## config.mk

```make
export PLATFORM = sky130hd
export DESIGN_NAME = netlist_token_lexer
export DESIGN_NICKNAME = d
export VERILOG_FILES = /design/src/rtl/ntl_pkg.sv /design/src/rtl/netlist_token_lexer.sv
export SDC_FILE = /design/constraint.sdc
export NUM_CORES = 1
export LEC_CHECK = 0
export BUFFER_PORTS_ARGS = -buffer_cell sky130_fd_sc_hd__buf_2
export CAP_MARGIN = 0
export CORE_AREA = 2 2 108 162
export CTS_BUF_LIST = sky130_fd_sc_hd__clkbuf_8
export CTS_CLUSTER_SIZE = 24
export DETAILED_ROUTE_END_ITERATION = 16
export DIE_AREA = 0 0 110 164
export GPL_TIMING_DRIVEN = 0
export HOLD_SLACK_MARGIN = 0.12
export PLACE_DENSITY = 0.81
export SKIP_LAST_GASP = 1
export SLEW_MARGIN = 20
export SYNTH_ARGS = -nofsm -noshare
export SYNTH_HDL_FRONTEND = slang
export SYNTH_SLANG_ARGS = --single-unit
```

## constraint.sdc

```tcl
create_clock -name clk -period 7.4 [get_ports clk]
set_clock_uncertainty 0.1 [all_clocks]
set_input_delay 1.48 -clock clk [delete_from_list [all_inputs] [get_ports clk]]
set_output_delay 1.48 -clock clk [all_outputs]
set_load 0.01 [all_outputs]
```

## src/rtl/ntl_pkg.sv

```systemverilog
// ----------------------------------------------------------------------------
// ntl_pkg
// Shared types, character codes and helper functions for the netlist lexer.
// ----------------------------------------------------------------------------
package ntl_pkg;

	localparam int FIFO_DEPTH = 8;
	localparam int PTR_W      = $clog2(FIFO_DEPTH);
	localparam int CNT_W      = $clog2(FIFO_DEPTH + 1);
	localparam int MAX_RES    = 3;

	localparam logic [7:0] CH_NUL    = 8'h00;
	localparam logic [7:0] CH_TAB    = 8'h09;
	localparam logic [7:0] CH_LF     = 8'h0A;
	localparam logic [7:0] CH_VT     = 8'h0B;
	localparam logic [7:0] CH_FF     = 8'h0C;
	localparam logic [7:0] CH_CR     = 8'h0D;
	localparam logic [7:0] CH_SPACE  = 8'h20;
	localparam logic [7:0] CH_QUOTE  = 8'h22;
	localparam logic [7:0] CH_PCT    = 8'h25;
	localparam logic [7:0] CH_LPAR   = 8'h28;
	localparam logic [7:0] CH_RPAR   = 8'h29;
	localparam logic [7:0] CH_COMMA  = 8'h2C;
	localparam logic [7:0] CH_LT     = 8'h3C;
	localparam logic [7:0] CH_EQ     = 8'h3D;
	localparam logic [7:0] CH_GT     = 8'h3E;
	localparam logic [7:0] CH_LBRK   = 8'h5B;
	localparam logic [7:0] CH_RBRK   = 8'h5D;
	localparam logic [7:0] CH_TILDE  = 8'h7E;
	localparam logic [7:0] CH_N      = 8'h6E;
	localparam logic [7:0] CH_U      = 8'h75;
	localparam logic [7:0] CH_L      = 8'h6C;

	localparam logic [2:0] TT_STRING = 3'd0;
	localparam logic [2:0] TT_NULL   = 3'd1;
	localparam logic [2:0] TT_LBRK   = 3'd2;
	localparam logic [2:0] TT_RBRK   = 3'd3;
	localparam logic [2:0] TT_LT     = 3'd4;
	localparam logic [2:0] TT_GT     = 3'd5;
	localparam logic [2:0] TT_PCT    = 3'd6;
	localparam logic [2:0] TT_TILDE  = 3'd7;

	// null matcher: 0..4 characters matched, NM_FAIL on mismatch
	localparam logic [2:0] NM_ZERO   = 3'd0;
	localparam logic [2:0] NM_FULL   = 3'd4;
	localparam logic [2:0] NM_FAIL   = 3'd5;

	typedef struct packed {
		logic       has_char;
		logic [7:0] token_char;
		logic       token_end;
		logic [2:0] token_type;
		logic       line_done;
		logic       run_last;
	} res_t;

	function automatic logic is_sep(input logic [7:0] c);
		case (c)
			CH_SPACE, CH_TAB, CH_LF, CH_VT, CH_FF, CH_CR,
			CH_EQ, CH_LPAR, CH_RPAR, CH_COMMA: is_sep = 1'b1;
			default:                            is_sep = 1'b0;
		endcase
	endfunction

	function automatic logic [2:0] single_type(input logic [7:0] c);
		unique case (c)
			CH_LBRK:  single_type = TT_LBRK;
			CH_RBRK:  single_type = TT_RBRK;
			CH_LT:    single_type = TT_LT;
			CH_GT:    single_type = TT_GT;
			CH_PCT:   single_type = TT_PCT;
			CH_TILDE: single_type = TT_TILDE;
			default:  single_type = TT_STRING;
		endcase
	endfunction

	function automatic logic [7:0] null_char(input logic [1:0] idx);
		unique case (idx)
			2'd0:    null_char = CH_N;
			2'd1:    null_char = CH_U;
			default: null_char = CH_L;
		endcase
	endfunction

	function automatic logic [2:0] track_null(input logic [2:0] nm, input logic [7:0] c);
		if (nm < NM_FULL && c == null_char(nm[1:0]))
			track_null = nm + 3'd1;
		else
			track_null = NM_FAIL;
	endfunction

endpackage

```

## src/rtl/netlist_token_lexer.sv

```systemverilog
// ----------------------------------------------------------------------------
// netlist_token_lexer
// Splits a text line, one byte per request, into token characters, typed
// token end markers and a line-done marker.
// ----------------------------------------------------------------------------
// Path: a byte's results pass through the input register, then the queue, to the outputs.
// Throughput: one byte per cycle while each byte yields at most one result
// and no result stalls; the output drains one result per cycle.
// A byte is lexed combinationally from the input register into an 8-entry queue.
// Reset: arst_n clears lexer state, the input valid bit and the queue pointers and count.
module netlist_token_lexer (
	input  logic       clk,
	input  logic       arst_n,
	input  logic       byte_valid,
	output logic       byte_ready,
	input  logic [7:0] in_byte,
	input  logic       end_of_line,
	output logic       result_valid,
	input  logic       result_ready,
	output logic       has_char,
	output logic [7:0] token_char,
	output logic       token_end,
	output logic [2:0] token_type,
	output logic       line_done,
	output logic       run_last
);
	import ntl_pkg::*;

	typedef enum logic [1:0] {
		M_IDLE,
		M_WORD,
		M_QEMPTY,
		M_QCHARS
	} mode_t;

	mode_t            mode_q, mode_d;
	logic [2:0]       nm_q, nm_d;
	logic [2:0]       ft_q, ft_d;

	logic             valid_s1;
	logic [7:0]       byte_s1;
	logic             eol_s1;

	res_t             mem_q [FIFO_DEPTH];
	logic [PTR_W-1:0] wr_ptr_q, rd_ptr_q;
	logic [CNT_W-1:0] count_q;

	res_t             res [MAX_RES];
	logic [1:0]       n;
	logic             push, pop;
	logic [2:0]       st;
	logic             eol;

	function automatic logic [2:0] close_type(input mode_t m, input logic [2:0] nm,
		input logic [2:0] ft);
		if (m == M_QCHARS && ft != TT_STRING)
			close_type = ft;
		else if (nm == NM_FULL)
			close_type = TT_NULL;
		else
			close_type = TT_STRING;
	endfunction

	// lexing of the registered byte
	always_comb begin
		mode_d = mode_q;
		nm_d   = nm_q;
		ft_d   = ft_q;
		n      = 2'd0;
		for (int i = 0; i < MAX_RES; i++)
			res[i] = '0;
		st  = single_type(byte_s1);
		eol = eol_s1 || (byte_s1 == CH_NUL);

		if (byte_s1 != CH_NUL) begin
			unique case (mode_q)
				M_IDLE: begin
					if (st != TT_STRING) begin
						res[n] = '{1'b1, byte_s1, 1'b1, st, 1'b0, 1'b0};
						n      = n + 2'd1;
					end else if (byte_s1 == CH_QUOTE) begin
						mode_d = M_QEMPTY;
						nm_d   = NM_ZERO;
						ft_d   = TT_STRING;
					end else if (!is_sep(byte_s1)) begin
						mode_d = M_WORD;
						ft_d   = TT_STRING;
						nm_d   = track_null(NM_ZERO, byte_s1);
						res[n] = '{1'b1, byte_s1, 1'b0, TT_STRING, 1'b0, 1'b0};
						n      = n + 2'd1;
					end
				end
				M_WORD: begin
					if (is_sep(byte_s1) || st != TT_STRING) begin
						res[n] = '{1'b0, CH_NUL, 1'b1, close_type(mode_q, nm_q, ft_q),
							1'b0, 1'b0};
						n      = n + 2'd1;
						mode_d = M_IDLE;
						nm_d   = NM_ZERO;
						ft_d   = TT_STRING;
						if (st != TT_STRING) begin
							res[n] = '{1'b1, byte_s1, 1'b1, st, 1'b0, 1'b0};
							n      = n + 2'd1;
						end
					end else begin
						nm_d   = track_null(nm_q, byte_s1);
						res[n] = '{1'b1, byte_s1, 1'b0, TT_STRING, 1'b0, 1'b0};
						n      = n + 2'd1;
					end
				end
				default: begin
					if (byte_s1 == CH_QUOTE) begin
						res[n] = '{1'b0, CH_NUL, 1'b1, close_type(mode_q, nm_q, ft_q),
							1'b0, 1'b0};
						n      = n + 2'd1;
						mode_d = M_IDLE;
						nm_d   = NM_ZERO;
						ft_d   = TT_STRING;
					end else begin
						if (mode_q == M_QEMPTY) begin
							ft_d   = st;
							mode_d = M_QCHARS;
						end
						nm_d   = track_null(nm_q, byte_s1);
						res[n] = '{1'b1, byte_s1, 1'b0, TT_STRING, 1'b0, 1'b0};
						n      = n + 2'd1;
					end
				end
			endcase
		end

		if (eol) begin
			if (mode_d != M_IDLE) begin
				res[n] = '{1'b0, CH_NUL, 1'b1, close_type(mode_d, nm_d, ft_d), 1'b0, 1'b0};
				n      = n + 2'd1;
			end
			res[n] = '{1'b0, CH_NUL, 1'b0, TT_STRING, 1'b1, 1'b0};
			n      = n + 2'd1;
			mode_d = M_IDLE;
			nm_d   = NM_ZERO;
			ft_d   = TT_STRING;
		end

		if (n != 2'd0)
			res[n - 2'd1].run_last = 1'b1;
	end

	// lex only when the queue has room for a full group
	assign push       = valid_s1 && (count_q <= CNT_W'(FIFO_DEPTH - MAX_RES));
	assign byte_ready = !valid_s1 || push;
	assign pop        = result_valid && result_ready;

	always_ff @(posedge clk or negedge arst_n) begin
		if (!arst_n) begin
			valid_s1 <= 1'b0;
			mode_q   <= M_IDLE;
			nm_q     <= NM_ZERO;
			ft_q     <= TT_STRING;
			wr_ptr_q <= '0;
			rd_ptr_q <= '0;
			count_q  <= '0;
		end else begin
			if (byte_ready)
				valid_s1 <= byte_valid;
			if (push) begin
				mode_q   <= mode_d;
				nm_q     <= nm_d;
				ft_q     <= ft_d;
				wr_ptr_q <= wr_ptr_q + PTR_W'(n);
			end
			if (pop)
				rd_ptr_q <= rd_ptr_q + PTR_W'(1);
			count_q <= count_q + (push ? CNT_W'(n) : CNT_W'(0)) - (pop ? CNT_W'(1) : CNT_W'(0));
		end
	end

	always_ff @(posedge clk) begin
		if (byte_valid && byte_ready) begin
			byte_s1 <= in_byte;
			eol_s1  <= end_of_line;
		end
		if (push) begin
			for (int i = 0; i < MAX_RES; i++) begin
				if (2'(i) < n)
					mem_q[wr_ptr_q + PTR_W'(i)] <= res[i];
			end
		end
	end

	assign result_valid = (count_q != '0);
	assign has_char     = mem_q[rd_ptr_q].has_char;
	assign token_char   = mem_q[rd_ptr_q].token_char;
	assign token_end    = mem_q[rd_ptr_q].token_end;
	assign token_type   = mem_q[rd_ptr_q].token_type;
	assign line_done    = mem_q[rd_ptr_q].line_done;
	assign run_last     = mem_q[rd_ptr_q].run_last;

endmodule

```

==> out/metrics.csv <==
metric;value;unit
status;completed;
post-CTS resize count;0;
Synth area leader;edfxtp_1;
Period minus WS final;5.761;ns
HPWL Detailed;20080;um
static leakage;0.003468;uW
fin. max-slew vios;0;
Fmax;173.6;MHz
via-per-instance ratio;6.848;
Die W;110;um
global-route wire length before repair;40720;um
share of layout cells above drive strength 1;20.39;%
Async SR Flop Fraction;12.84;%
Nets;885;
grt ovf;0;
most frequent cells in the layout;129 x edfxtp_1, 88 x nand2_1, 57 x nor2_1;
vias in the first global route;7235;
setup TNS;0;ns
maxcap violations;0;
Synthesized Nets;832;
ant diodes;0;
number of detailed-route iterations in the first pass;10;
Yosys cell types;86;
Via Count;7348;
Hold WS;0.4425;ns
Seq cells post-synth;148;
gate count after technology mapping;797;
GRT Util Overall;31.12;%
CP peak stage delay;0.64;ns
Critical Path RT;7.39;ns
YS warnings;0;
final WL;27190;um
final hold violation count;0;
ys flop type;edfxtp_1;
boundary pin count;30;
delay-heaviest family, CP;simple AND/OR/NAND/NOR gates;
Critical Path Slowest Stage Cell;a21boi_1;
commonest non-fill, non-tap cell in the layout;edfxtp_1;
number of synthesized flops with an enable pin;129;
initial antenna violation count;0;
PwrDens;440.9;nW/um2
clock-pin slew on the worst setup and hold paths;0.10;ns
row count;58;
die area;18040;um2
synth-to-layout area growth;10.14;%
CP Max Fanout;15;
clock buffer depth;2;
ranking of synthesized cells by area;edfxtp_1 43%, mux4_2 7.6%, dfrtp_1 5.3%, nand2_1 3.7%, nor2b_1 3.2%;
buffer count from post-CTS setup fixing;0;
Seq/Total Area, Yosys;48.68;%
mapped cell area;8934;um2
Yosys top cell area share;43.36;%
# H-tree levels;4;
Max transition margin;20.72;%
critical-path cell list;buf_2, nor4b_1, a32o_1, nor2_1, a221oi_2, or2_2, ha_1, nor2_1, nor2_1, ha_1, nand2_1, a21boi_1, nand2_1, nand2_1, a31o_2;
drt first-iter violations;1118;
drc violations;0;
Hold-fix buffers, CTS;0;
initial core utilization;53.76;%
root buffer cell;clkbuf_8;
Routed WL per cell;25.34;um
core area;16620;um2
Critical Path AT;5.75;ns
WP buf/inv;1;
setup violators final;0;
largest net degree at the start of global routing;20;
worst hold-check path type;reg2reg;
RSZ-0062 raised after global routing;false;
total CTS buffers;17;
CTS tree;built;
Die H;164;um
Worst-Margin Slew;1.176;ns
syn_area_per_cell;11.21;um2
insertion delay to the later sink of the worst-skew pair;0.46;ns
nature of the critical path startpoint;flop;
clk sinks;148;
crit path capture type;flop;
PortBufs;29;
Tcrit/Tclk final;77.86;%
Setup Crit Path Kind;reg2reg;
GP Congestion;1.080;
Final ANT Viol Nets;0;
Max VDD drop;0.2124;mV
## flip-flops by register name (all words and copies together), names as in the netlist
signal and cells:
mode_q 2, ft_q 3, nm_q 3, rd_ptr_q 3, valid_s1 1, wr_ptr_q 3, byte_s1 8, count_q 4
mem_q 120, eol_s1 1
## tightest hold or removal path, cell delays in order (launching register included)
cell and delay (ns):
dfrtp_1 0.35, nand2_1 0.09, nand2b_1 0.08
## metal layers
metal / share of wire [%] / up-vias / GRT usage [%]
met5: 0 / - / 0
met4: 9.6 / 0 / 24.05
met3: 8.1 / 182 / 6.151
met2: 50 / 540 / 53.12
met1: 32 / 3454 / 32.89
li1: - / 3172 / -
## where the power goes
part / switching [uW] / total, uW / leakage, uW / internal (uW)
combinational: 1460 / 2300 / 0.00185 / 846
clock: 359 / 641 / 0.000198 / 282
sequential: 99.0 / 1400 / 0.00142 / 1300
## per-stage QoR
step	total power, uW	worst slack, ns	utilization (%)	cell area, um2	instances
floorplan	2911	2.279	-	8934	797
global placement	3564	0.3295	56.21	9341	1036
detailed placement	3659	1.785	56.81	9442	1041
CTS	4290	1.738	59.21	9839	1073
global route	4559	1.336	59.21	9839	1073
finish	4339	1.639	59.21	9839	1073
## kinds of logic after synthesis
kind of cell    share of synthesized area [%]
flops                                   48.68
simple gates                            15.31
compound gates                          17.16
mux                                     10.08
fa+ha+maj                               3.249
buf+inv                                 4.244
xor+xnor                                1.275
## synth_stat cells (4+ instances only)
cell	n
edfxtp_1	129
nand2_1	88
nor2_1	57
nor2b_1	45
inv_1	39
mux4_2	30
a31oi_1	27
clkbuf_1	26
nand3_1	23
a21oi_1	22
o221ai_1	22
ha_1	20
dfrtp_1	19
mux2_2	19
o22ai_1	18
buf_2	15
o211ai_1	15
o21ai_0	15
nor3_1	10
xnor2_1	10
buf_1	7
a31o_2	6
a32oi_1	6
and2_1	6
and3_1	6
nand2b_1	6
a211oi_1	5
a211o_1	4
a31oi_2	4
buf_4	4
o32ai_1	4
or3_1	4
or4_1	4
## cell type report
cell class                      instances  area, um2
Clock inverter                         15      163.9
Timing Repair Buffer                   34      209.0
Multi-Input combinational cell        557       4242
Tap cell                              210      262.8
Fill cell                            1360       6779
Inverter                               40      150.1
Buffer                                 52      229.0
Clock buffer                           17      234.0
Sequential cell                       148       4349
## final timing paths
| check | from | to | slack [ns] | cells after the start |
|---|---|---|---|---|
| worst min-delay path | valid_s1 | valid_s1 | 0.44 | 2 |
| max in group asynchronous | arst_n | count_q[1] | 6.03 | 1 |
| worst min register to register | valid_s1 | valid_s1 | 0.44 | 2 |
| worst max-delay path | byte_s1[3] | mem_q[0][1] | 1.64 | 15 |
| worst max register to register | byte_s1[3] | mem_q[0][1] | 1.64 | 15 |
| min in group asynchronous | arst_n | count_q[2] | 0.85 | 1 |
No activity file was read; power rests on OpenSTA's default activity.
